$ cat src/hdl/spi_ssd_pkg.sv
// Shared types, constants and register codes for the SPI sample stream decoder.
`timescale 1ns / 1ps

package spi_ssd_pkg;

    localparam int unsigned CHANNEL_COUNT_DEFAULT = 8;
    localparam int unsigned CHAN_W                = 8;
    localparam int unsigned TIME_W                = 64;
    localparam int unsigned LINE_W                = 3;
    localparam int unsigned BYTE_W                = 8;
    localparam int unsigned CFG_INDEX_W           = 3;
    localparam int unsigned CFG_DATA_W            = 3;
    localparam int unsigned IN_TDATA_W            = CHAN_W + TIME_W;
    localparam int unsigned OUT_TDATA_W           = 2 * BYTE_W + TIME_W;

    localparam logic [LINE_W-1:0] CLOCK_LINE_RESET  = 3'd0;
    localparam logic [LINE_W-1:0] SELECT_LINE_RESET = 3'd1;
    localparam logic [LINE_W-1:0] MOSI_LINE_RESET   = 3'd2;
    localparam logic [LINE_W-1:0] MISO_LINE_RESET   = 3'd3;

    typedef enum logic [CFG_INDEX_W-1:0] {
        CFG_CLOCK_POLARITY = 3'd0,
        CFG_CLOCK_PHASE    = 3'd1,
        CFG_CLOCK_LINE     = 3'd2,
        CFG_SELECT_LINE    = 3'd3,
        CFG_MOSI_LINE      = 3'd4,
        CFG_MISO_LINE      = 3'd5
    } t_cfg_index;

    typedef struct packed {
        logic              clock_polarity;
        logic              clock_phase;
        logic [LINE_W-1:0] clock_line;
        logic [LINE_W-1:0] select_line;
        logic [LINE_W-1:0] mosi_line;
        logic [LINE_W-1:0] miso_line;
    } t_cfg;

    typedef struct packed {
        logic [TIME_W-1:0] byte_time;
        logic [BYTE_W-1:0] miso_data;
        logic [BYTE_W-1:0] mosi_data;
    } t_result_data;

    typedef struct packed {
        logic         valid;
        t_result_data data;
    } t_result;

endpackage

$ cat src/hdl/spi_ssd_cfg.sv
// Configuration register bank for the SPI sample stream decoder.
`timescale 1ns / 1ps

module spi_ssd_cfg (
    input  logic                                i_clk,
    input  logic                                i_rst_n,
    input  logic                                i_wr,
    input  logic [spi_ssd_pkg::CFG_INDEX_W-1:0] i_index,
    input  logic [spi_ssd_pkg::CFG_DATA_W-1:0]  i_data,
    output spi_ssd_pkg::t_cfg                   o_cfg
);

    spi_ssd_pkg::t_cfg r_cfg;
    spi_ssd_pkg::t_cfg n_cfg;

    always_comb begin
        n_cfg = r_cfg;
        if (i_wr) begin
            case (spi_ssd_pkg::t_cfg_index'(i_index))
                spi_ssd_pkg::CFG_CLOCK_POLARITY: n_cfg.clock_polarity = i_data[0];
                spi_ssd_pkg::CFG_CLOCK_PHASE:    n_cfg.clock_phase    = i_data[0];
                spi_ssd_pkg::CFG_CLOCK_LINE:     n_cfg.clock_line     = i_data;
                spi_ssd_pkg::CFG_SELECT_LINE:    n_cfg.select_line    = i_data;
                spi_ssd_pkg::CFG_MOSI_LINE:      n_cfg.mosi_line      = i_data;
                spi_ssd_pkg::CFG_MISO_LINE:      n_cfg.miso_line      = i_data;
                default:                         n_cfg                = r_cfg;
            endcase
        end
    end

    always_ff @(posedge i_clk) begin
        if (!i_rst_n) begin
            r_cfg.clock_polarity <= 1'b0;
            r_cfg.clock_phase    <= 1'b0;
            r_cfg.clock_line     <= spi_ssd_pkg::CLOCK_LINE_RESET;
            r_cfg.select_line    <= spi_ssd_pkg::SELECT_LINE_RESET;
            r_cfg.mosi_line      <= spi_ssd_pkg::MOSI_LINE_RESET;
            r_cfg.miso_line      <= spi_ssd_pkg::MISO_LINE_RESET;
        end else begin
            r_cfg <= n_cfg;
        end
    end

    assign o_cfg = r_cfg;

endmodule

$ cat src/hdl/spi_ssd_core.sv
// Frame and bit tracking state with the per-sample decode logic.
`timescale 1ns / 1ps

module spi_ssd_core #(
    parameter int unsigned P_CHANNEL_COUNT = spi_ssd_pkg::CHANNEL_COUNT_DEFAULT
) (
    input  logic                                i_clk,
    input  logic                                i_rst_n,
    input  logic                                i_beat,
    input  logic [spi_ssd_pkg::CHAN_W-1:0]      i_channels,
    input  logic [spi_ssd_pkg::TIME_W-1:0]      i_timestamp,
    input  spi_ssd_pkg::t_cfg                   i_cfg,
    output spi_ssd_pkg::t_result                o_res
);

    logic                           r_have_prev, n_have_prev;
    logic                           r_prev_clk,  n_prev_clk;
    logic                           r_active,    n_active;
    logic [2:0]                     r_bit_cnt,   n_bit_cnt;
    logic [spi_ssd_pkg::BYTE_W-1:0] r_mosi,      n_mosi;
    logic [spi_ssd_pkg::BYTE_W-1:0] r_miso,      n_miso;

    logic lines_ok;
    logic clk_lvl;
    logic shift_now;

    assign lines_ok = (32'(i_cfg.clock_line)  < P_CHANNEL_COUNT) &&
                      (32'(i_cfg.select_line) < P_CHANNEL_COUNT) &&
                      (32'(i_cfg.mosi_line)   < P_CHANNEL_COUNT) &&
                      (32'(i_cfg.miso_line)   < P_CHANNEL_COUNT);
    assign clk_lvl  = i_channels[i_cfg.clock_line];
    assign shift_now = (i_cfg.clock_polarity == i_cfg.clock_phase) ?
                       (!r_prev_clk && clk_lvl) : (r_prev_clk && !clk_lvl);

    always_comb begin
        n_have_prev = r_have_prev;
        n_prev_clk  = r_prev_clk;
        n_active    = r_active;
        n_bit_cnt   = r_bit_cnt;
        n_mosi      = r_mosi;
        n_miso      = r_miso;
        o_res.valid          = 1'b0;
        o_res.data.mosi_data = '0;
        o_res.data.miso_data = '0;
        o_res.data.byte_time = i_timestamp;
        if (i_beat && lines_ok) begin
            n_prev_clk = clk_lvl;
            if (!r_have_prev) begin
                n_have_prev = 1'b1;
            end else if (i_channels[i_cfg.select_line]) begin
                n_active  = 1'b0;
                n_bit_cnt = 3'd0;
            end else begin
                if (!r_active) begin
                    n_active  = 1'b1;
                    n_bit_cnt = 3'd0;
                    n_mosi    = '0;
                    n_miso    = '0;
                end
                if (shift_now) begin
                    n_mosi    = {n_mosi[spi_ssd_pkg::BYTE_W-2:0], i_channels[i_cfg.mosi_line]};
                    n_miso    = {n_miso[spi_ssd_pkg::BYTE_W-2:0], i_channels[i_cfg.miso_line]};
                    n_bit_cnt = n_bit_cnt + 3'd1;
                    if (n_bit_cnt == 3'd0) begin
                        o_res.valid          = 1'b1;
                        o_res.data.mosi_data = n_mosi;
                        o_res.data.miso_data = n_miso;
                        n_mosi = '0;
                        n_miso = '0;
                    end
                end
            end
        end
    end

    always_ff @(posedge i_clk) begin
        if (!i_rst_n) begin
            r_have_prev <= 1'b0;
            r_prev_clk  <= 1'b0;
            r_active    <= 1'b0;
            r_bit_cnt   <= 3'd0;
            r_mosi      <= '0;
            r_miso      <= '0;
        end else begin
            r_have_prev <= n_have_prev;
            r_prev_clk  <= n_prev_clk;
            r_active    <= n_active;
            r_bit_cnt   <= n_bit_cnt;
            r_mosi      <= n_mosi;
            r_miso      <= n_miso;
        end
    end

endmodule

$ cat src/hdl/spi_ssd_obuf.sv
// Two-entry result register with skid slot for the output stream.
`timescale 1ns / 1ps

module spi_ssd_obuf (
    input  logic                      i_clk,
    input  logic                      i_rst_n,
    input  spi_ssd_pkg::t_result      i_res,
    input  logic                      i_ready,
    output logic                      o_valid,
    output spi_ssd_pkg::t_result_data o_data,
    output logic                      o_full
);

    logic                      r_head_v, n_head_v;
    logic                      r_tail_v, n_tail_v;
    spi_ssd_pkg::t_result_data r_head,   n_head;
    spi_ssd_pkg::t_result_data r_tail,   n_tail;

    always_comb begin
        n_head_v = r_head_v;
        n_tail_v = r_tail_v;
        n_head   = r_head;
        n_tail   = r_tail;
        if (r_head_v && i_ready) begin
            n_head_v = r_tail_v;
            n_head   = r_tail;
            n_tail_v = 1'b0;
        end
        if (i_res.valid) begin
            if (!n_head_v) begin
                n_head_v = 1'b1;
                n_head   = i_res.data;
            end else begin
                n_tail_v = 1'b1;
                n_tail   = i_res.data;
            end
        end
    end

    always_ff @(posedge i_clk) begin
        if (!i_rst_n) begin
            r_head_v <= 1'b0;
            r_tail_v <= 1'b0;
        end else begin
            r_head_v <= n_head_v;
            r_tail_v <= n_tail_v;
        end
    end

    always_ff @(posedge i_clk) begin
        r_head <= n_head;
        r_tail <= n_tail;
    end

    assign o_valid = r_head_v;
    assign o_data  = r_head;
    assign o_full  = r_tail_v;

endmodule

$ cat src/hdl/spi_sample_stream_decoder.sv
// Top level of the SPI sample stream decoder.
//
// Each input beat carries one logic-analyzer sample: the channel word and
// its timestamp. The decoder tracks the configured clock, chip-select and
// data lines and emits one output beat with the MOSI byte, the MISO byte
// and the timestamp of the sample that completed the eighth bit.
// Configuration registers are written through the cfg channel, which is
// always ready; writes are meant to happen while the stream is idle.
// A sample is decoded in the cycle it is accepted, and its result is
// presented on the output from a result register. The block accepts one
// sample per cycle; a second result register takes one more byte while
// the receiver stalls, so the input ready only drops once both result
// registers are full, and rises again on the next take. Reset clears the
// register bank to its defaults, the frame state and the result valid
// bits; the first sample after reset only records the clock.
`timescale 1ns / 1ps

module spi_sample_stream_decoder #(
    parameter int unsigned P_CHANNEL_COUNT = spi_ssd_pkg::CHANNEL_COUNT_DEFAULT
) (
    input  logic                                i_clk,
    input  logic                                i_rst_n,
    input  logic                                i_s_axis_tvalid,
    output logic                                o_s_axis_tready,
    // channels [7:0], timestamp [71:8]
    input  logic [spi_ssd_pkg::IN_TDATA_W-1:0]  i_s_axis_tdata,
    output logic                                o_m_axis_tvalid,
    input  logic                                i_m_axis_tready,
    // mosi_data [7:0], miso_data [15:8], byte_time [79:16]
    output logic [spi_ssd_pkg::OUT_TDATA_W-1:0] o_m_axis_tdata,
    input  logic                                i_cfg_valid,
    output logic                                o_cfg_ready,
    input  logic [spi_ssd_pkg::CFG_INDEX_W-1:0] i_cfg_index,
    input  logic [spi_ssd_pkg::CFG_DATA_W-1:0]  i_cfg_data
);

    spi_ssd_pkg::t_cfg         w_cfg;
    spi_ssd_pkg::t_result      w_res;
    spi_ssd_pkg::t_result_data w_out;
    logic                      w_full;
    logic                      w_in_beat;

    assign o_cfg_ready     = 1'b1;
    assign o_s_axis_tready = !w_full;
    assign w_in_beat       = i_s_axis_tvalid && o_s_axis_tready;

    spi_ssd_cfg u_cfg (
        .i_clk   (i_clk),
        .i_rst_n (i_rst_n),
        .i_wr    (i_cfg_valid && o_cfg_ready),
        .i_index (i_cfg_index),
        .i_data  (i_cfg_data),
        .o_cfg   (w_cfg)
    );

    spi_ssd_core #(
        .P_CHANNEL_COUNT (P_CHANNEL_COUNT)
    ) u_core (
        .i_clk       (i_clk),
        .i_rst_n     (i_rst_n),
        .i_beat      (w_in_beat),
        .i_channels  (i_s_axis_tdata[spi_ssd_pkg::CHAN_W-1:0]),
        .i_timestamp (i_s_axis_tdata[spi_ssd_pkg::IN_TDATA_W-1:spi_ssd_pkg::CHAN_W]),
        .i_cfg       (w_cfg),
        .o_res       (w_res)
    );

    spi_ssd_obuf u_obuf (
        .i_clk   (i_clk),
        .i_rst_n (i_rst_n),
        .i_res   (w_res),
        .i_ready (i_m_axis_tready),
        .o_valid (o_m_axis_tvalid),
        .o_data  (w_out),
        .o_full  (w_full)
    );

    assign o_m_axis_tdata = w_out;

`ifndef SYNTHESIS
    a_res_from_beat: assert property (@(posedge i_clk) disable iff (!i_rst_n)
        w_res.valid |-> w_in_beat)
        else $error("result produced without an accepted sample");

    a_stall_has_output: assert property (@(posedge i_clk) disable iff (!i_rst_n)
        !o_s_axis_tready |-> o_m_axis_tvalid)
        else $error("input stalled while no result is pending");

    a_res_shows_up: assert property (@(posedge i_clk) disable iff (!i_rst_n)
        w_res.valid |=> o_m_axis_tvalid)
        else $error("decoded byte did not reach the output");
`endif

endmodule

$ cat config.mk
export PLATFORM = sky130hd
export DESIGN_NAME = spi_sample_stream_decoder
export DESIGN_NICKNAME = d
export VERILOG_FILES = /design/src/hdl/spi_ssd_pkg.sv /design/src/hdl/spi_ssd_cfg.sv /design/src/hdl/spi_ssd_core.sv /design/src/hdl/spi_ssd_obuf.sv /design/src/hdl/spi_sample_stream_decoder.sv
export SDC_FILE = /design/constraint.sdc
export NUM_CORES = 1
export LEC_CHECK = 0
export ABC_AREA = 1
export BUFFER_PORTS_ARGS = -buffer_cell sky130_fd_sc_hd__buf_2
export CAP_MARGIN = 15
export CORE_ASPECT_RATIO = 1.25
export CORE_MARGIN = 5
export CORE_UTILIZATION = 55
export DETAILED_ROUTE_END_ITERATION = 6
export GPL_TIMING_DRIVEN = 0
export PLACE_DENSITY = 0.87
export SLEW_MARGIN = 20
export SYNTH_ARGS = -nofsm -noshare
export SYNTH_HDL_FRONTEND = slang
export SYNTH_SLANG_ARGS = --single-unit
export TNS_END_PERCENT = 10
$ cat constraint.sdc
create_clock -name i_clk -period 5.1 [get_ports i_clk]
set_input_delay 0.255 -clock i_clk [delete_from_list [all_inputs] [get_ports i_clk]]
set_output_delay 0.255 -clock i_clk [all_outputs]
set_load 0.02 [all_outputs]
==> out/qor.csv, run 1 <==
metric,value,unit
status,"complete, no violations",
synthArstFlopShare,0,%
maxCapViolations,0,
syn-num-nets,947,
reg2reg_from,u_core.r_active$_SDFFE_PN0P_,
grt_max_degree,44,
ctsResizeCount,0,
synth.avg_cell_area,9.568,µm²
crit_chain,"clkbuf_1, nand2_1, inv_1, ha_1, xor2_1, nand2_1, inv_1, nand2_2, nor2_4, buf_4, nand2_1, inv_4, buf_12",
drv_slew,0,
syn_inst,862,
grt_overflow,0,
crit_top_cell,nand2_1,
timing.rr.end,u_obuf.r_tail[46]$_DFFE_PP_,
crit_path_max_fanout,43,
crit_path_end_kind,register,
final_cell_mix,"nand2_1, buf_2, nand3_1",
drc,0,
crit_required,5220,ps
worstHoldStart,i_s_axis_tdata[31],
drt_iter0_markers,751,
viasPerCell,5.438,
core_area,14830,µm²
syn-cell-area,8248,µm²
ys_types,31,
pin_count,166,
min_period,3364,ps
rows,50,
clock_latency,430,ps
reg2reg_depth,13,
yosysWarnings,0,
worstPathArrival,3480,ps
reg2reg_slack,1740,ps
power,0.003125,W
vias,6983,
ys_seq_area_share,57.28,%
place.gp.congestion,0.9138,
drive_gt1_share,28.09,%
power_density,302.8,nW/µm²
wl_per_cell,17.34,µm
setup_viol,0,
finalNetCount,1172,
dp_hpwl,13800,µm
die_x,119.5,µm
clockBufferDepth,2,
areaGrowthSynthToFinish,25.12,%
critPathMaxStageDelay,440,ps
relSlewSlack,55.72,%
tritoncts,yes,
numCtsBuffers,17,
synth_flop_cell,dfxtp_1,
design.die.area,17560,µm²
antenna_found_initial,2,
hold_end,u_obuf.r_tail[39]$_DFFE_PP_,
clk_pin_slew,80,ps
whs_path_depth,1,
ys_ff_latch,196,
finClkSkew,9.455,ps
synth_edf_count,80,
drt_first_pass_iters,7,
cp-start-kind,register,
hold_violations,0,
critPathSlowestCell,clkbuf_1,
post-route-period-util,65.97,%
tightest_slew,664.2,ps
crit_type,reg -> reg,
stdcell_count,1284,
htree_num_levels,4,
cts_root_buf,clkbuf_16,
ir_drop,0.0002109,V
hold_class,in -> reg,
rsz0062_at_grt,no,
grtUsageTotal,24.64,%
max_freq,297.2,MHz
wirelength,22270,µm
fin_util,69.60,%
cts.sink_count,196,
io_buffer_count,164,
fin_setup_tns,0,ps
cts_setup_buffers,0,
die_h,146.9,µm
final_common_cell,nand2_1,
start_util,55.63,%
antenna_left,0,
post-place-cells,1209,
p_leak,4.827,nW
grt_pass1_wl,34450,µm
grt_pass1_vias,6769,
registers in the layout, indices dropped and copies added, names as in the netlist:
register	count
u_core.r_mosi	7
u_core.r_miso	7
u_obuf.r_tail	80
u_cfg.o_cfg	14
u_core.r_prev_clk	1
u_core.r_active	1
u_obuf.o_full	1
u_core.r_have_prev	1
u_obuf.o_data	80
u_core.r_bit_cnt	3
u_obuf.o_valid	1
Yosys cell counts (all sizes together), types with 9 or more instances:
cell    instances  area [µm²]
a21oi          25       125.1
buf            20       148.9
clkbuf         27       101.4
dfxtp         116        2322
edfxtp         80        2402
inv            52       195.2
mux2           80       900.9
nand2         245       929.6
nand3         123       625.6
nor2           36       142.6
o21a            9       67.56
o21ai          31       155.1
worst max-delay path: cells and delay by family (launching register included):
family | cells | cell delay [ps]
fa+ha+maj | 1 | 170
simple gates | 5 | 650
flops | 1 | 410
buf+inv | 6 | 1650
xor+xnor | 1 | 170
logic make-up (layout without fill, tap and decap cells):
| logic type | after synthesis | after routing | share of synthesized area (%) |
|---|---|---|---|
| and+or+nand+nor | 410 | 410 | 21.01 |
| DFF | 196 | 196 | 57.28 |
| buffers and inverters | 100 | 338 | 5.461 |
| muxes | 80 | 80 | 10.92 |
| AOI/OAI and AO/OA | 71 | 71 | 4.763 |
| adders and majority gates | 2 | 2 | 0.3033 |
| xor gates and xnor gates | 2 | 2 | 0.2124 |
| other | 1 | 3 | 0.04547 |
cell type report:
cell class / count / area [µm²]
flip-flops and latches: 196 / 4725
fillers: 1030 / 4507
multi-input cells: 566 / 3073
repair buffers: 206 / 1251
clock buffers: 19 / 454.2
plain buffers: 47 / 250.2
well taps: 182 / 227.7
inverters: 53 / 202.7
clock inverters: 13 / 131.4
diodes: 2 / 5.005
repair_timing:
item | in CTS | in global routing
hold endpoints to repair | 31 | 10
hold buffers | 31 | 10
endpoints found under the setup margin | 0 | 0
routing by layer:
layer  track usage [%]  share of wire (%)  up-vias
met3             6.007                7.2       64
li1                  -                  -     3351
met1             27.54                 37     3231
met4             10.72                4.1        0
met5                 0                  0        -
met2             44.37                 52      337
where the power goes:
group	internal [W]	switching [W]
logic	0.0000727	0.0000948
clock network	0.000681	0.000633
registers	0.00164	0.00000730
worst max-delay path by stage:
stage                                       startpoint                          end  depth (start not counted)
after floorplan           u_core.r_active$_SDFFE_PN0P_   u_obuf.r_tail[0]$_DFFE_PP_                         12
after global placement    u_core.r_active$_SDFFE_PN0P_  u_obuf.r_tail[28]$_DFFE_PP_                         12
after detailed placement  u_core.r_active$_SDFFE_PN0P_  u_obuf.r_tail[22]$_DFFE_PP_                         13
after CTS                 u_core.r_active$_SDFFE_PN0P_  u_obuf.r_tail[57]$_DFFE_PP_                         13
after global routing      u_core.r_active$_SDFFE_PN0P_  u_obuf.r_tail[29]$_DFFE_PP_                         13
final                     u_core.r_active$_SDFFE_PN0P_  u_obuf.r_tail[46]$_DFFE_PP_                         13
per-stage QoR:
stage               instance area, µm²  setup WS (ps)  hold slack, ps
floorplan                         8248           1349           353.9
global placement                  9296          135.0           445.5
finish                           10320           1736           13.82
detailed placement                9319           1784           448.5
CTS                              10210           1753          0.5038
global route                     10320           1368          0.1761
No activity file was read; power rests on OpenSTA's default activity.
==> inputs of run 2 (changes only) <==
==> constraint.sdc (replaced) <==
create_clock -name i_clk -period 3.2 [get_ports i_clk]
set_input_delay 0.16 -clock i_clk [delete_from_list [all_inputs] [get_ports i_clk]]
set_output_delay 0.16 -clock i_clk [all_outputs]
set_load 0.02 [all_outputs]
==> out/qor.csv, run 2 (synthesized netlist as in run 1, its figures left out) <==
metric,value,unit,change
crit_required,3350,ps,-1870 ps
rsz0062_at_grt,no,,
design.die.area,17560,µm²,unchanged
hold_class,in -> reg,,
final_area,10630,µm²,+3.0%
core_area,14830,µm²,unchanged
setup_viol,0,,unchanged
cp-start-kind,register,,
wirelength,25400,µm,+14%
cts_root_buf,clkbuf_16,,
areaGrowthSynthToFinish,28.87,%,
drive_gt1_share,28.04,%,-0.052 points
clockBufferDepth,2,,unchanged
numCtsBuffers,17,,unchanged
finalNetCount,1199,,+2.3%
htree_num_levels,4,,unchanged
power_density,475.4,nW/µm²,+57%
ir_drop,0.0002719,V,+29%
drt_first_pass_iters,7,,unchanged
worstPathArrival,3030,ps,-450 ps
final_common_cell,nand2_1,,
viasPerCell,5.722,,+5.2%
io_buffer_count,164,,unchanged
place_area,9375,µm²,+0.60%
tritoncts,yes,,
relSlewSlack,56.34,%,+0.63 points
grt_overflow,0,,unchanged
post-route-period-util,90.16,%,+24 points
finClkSkew,16.24,ps,+6.784 ps
fin_setup_tns,0,ps,unchanged
grt_max_degree,28,,-36%
grt_pass1_wl,39030,µm,+13%
grtUsageTotal,28.17,%,+3.5 points
vias,7501,,+7.4%
dp_hpwl,13900,µm,+0.73%
fin_util,71.69,%,+2.1 points
grt_pass1_vias,7446,,+10%
pin_count,166,,unchanged
clock_latency,440,ps,about the same
rows,50,,unchanged
tightest_slew,654.8,ps,-9.410 ps
drc,3,,+3
drv_slew,0,,unchanged
max_freq,346.6,MHz,+17%
clk_pin_slew,70,ps,about the same
fill_cells,920,,-11%
wl_per_cell,19.37,µm,+12%
crit_type,reg -> reg,,
crit_path_end_kind,register,,
die_x,119.5,µm,unchanged
cts.sink_count,196,,unchanged
antenna_left,0,,unchanged
hold_violations,0,,unchanged
final_cell_mix,"nand2_1, buf_2, nand3_1",,
power,0.005053,W,+62%
place.gp.congestion,0.9208,,+0.77%
antenna_found_initial,2,,unchanged
min_period,2885,ps,-479.3 ps
crit_path_max_fanout,21,,-51%
holdWs,13.29,ps,-0.5346 ps
maxCapViolations,0,,unchanged
violations,design-rule violations,,
status,finished with violations,,
p_leak,4.963,nW,+2.8%
die_h,146.9,µm,unchanged
start_util,55.63,%,unchanged
drt_iter0_markers,898,,+20%
run 2: cell types whose count changed in the layout (fill, tap and decap cells not counted):
cell           previous run  this run
clkbuf_16                18        17
dlygate4sd3_1            41        64
inv_4                     1         0
clkbuf_2                  0         2
clkinv_8                  1         2
buf_16                    0         2
buf_4                     7         9
inv_8                     5         6
clkbuf_8                  0         1
clkbuf_1                 28        25
run 2: area by class of cell:
class / count / area, µm² / area share, %
Tap cell: 182 / 227.7 / 2.142
Timing Repair Buffer: 233 / 1551 / 14.60
Clock buffer: 18 / 439.2 / 4.132
Buffer: 47 / 252.7 / 2.378
Sequential cell: 196 / 4725 / 44.45
Antenna cell: 2 / 5.005 / 0.04709
Multi-Input combinational cell: 566 / 3073 / 28.91
Clock inverter: 14 / 151.4 / 1.424
Inverter: 53 / 203.9 / 1.919
run 2: critical path, cell delays in order (launching register included):
cell        delay (ps)
dfxtp_1            420
clkbuf_2           280
nand2_1            100
inv_1              110
ha_1               160
xor2_1             170
nand2_1            160
inv_1              120
nand2_2             70
nor2_4             130
buf_4              220
nand2_1            130
clkinvlp_4         140
buf_16             180
buf_16             180
run 2: worst paths after layout:
check	startpoint	end	slack [ps]	cells after the start
setup / recovery	u_core.r_active$_SDFFE_PN0P_	u_obuf.r_tail[50]$_DFFE_PP_	320	14
hold / removal	i_cfg_data[1]	u_cfg.o_cfg[1]$_SDFFE_PN1P_	10	3
setup reg to reg	u_core.r_active$_SDFFE_PN0P_	u_obuf.r_tail[50]$_DFFE_PP_	320	14
hold reg to reg	u_core.r_have_prev$_SDFFE_PN0P_	u_core.r_have_prev$_SDFFE_PN0P_	470	2
run 2: metrics by stage:
stage,worst slack (ps),cells
5_1_grt,176.7,1311
3_5_place_dp,-51.33,1211
3_3_place_gp,-962.7,1208
2_1_floorplan,24.22,862
4_1_cts,108.5,1307
6_report,315.0,1311
run 2: repair_timing:
action	CTS	global route
gates resized for setup	2	0
endpoints found under the hold margin	119	0
setup endpoints to repair	19	19
pin swaps	0	0
buffers inserted	0	2
hold buffers	64	0
cloned	0	0
run 2: metal layers:
layer	vias up	part of all wire, %	global-route usage (%)
li1	3398	-	-
met1	3510	35	30.56
met2	473	51	50.99
met3	120	8.2	6.315
met4	0	5.3	14.73
met5	-	0	0
run 2: power breakdown:
| group | switching [W] | internal (W) | total, W |
|---|---|---|---|
| logic | 0.000161 | 0.000135 | 0.000295 |
| registers | 0.0000114 | 0.00261 | 0.00262 |
| clock network | 0.00107 | 0.00107 | 0.00214 |
| total | 0.00124 | 0.00382 | 0.00505 |
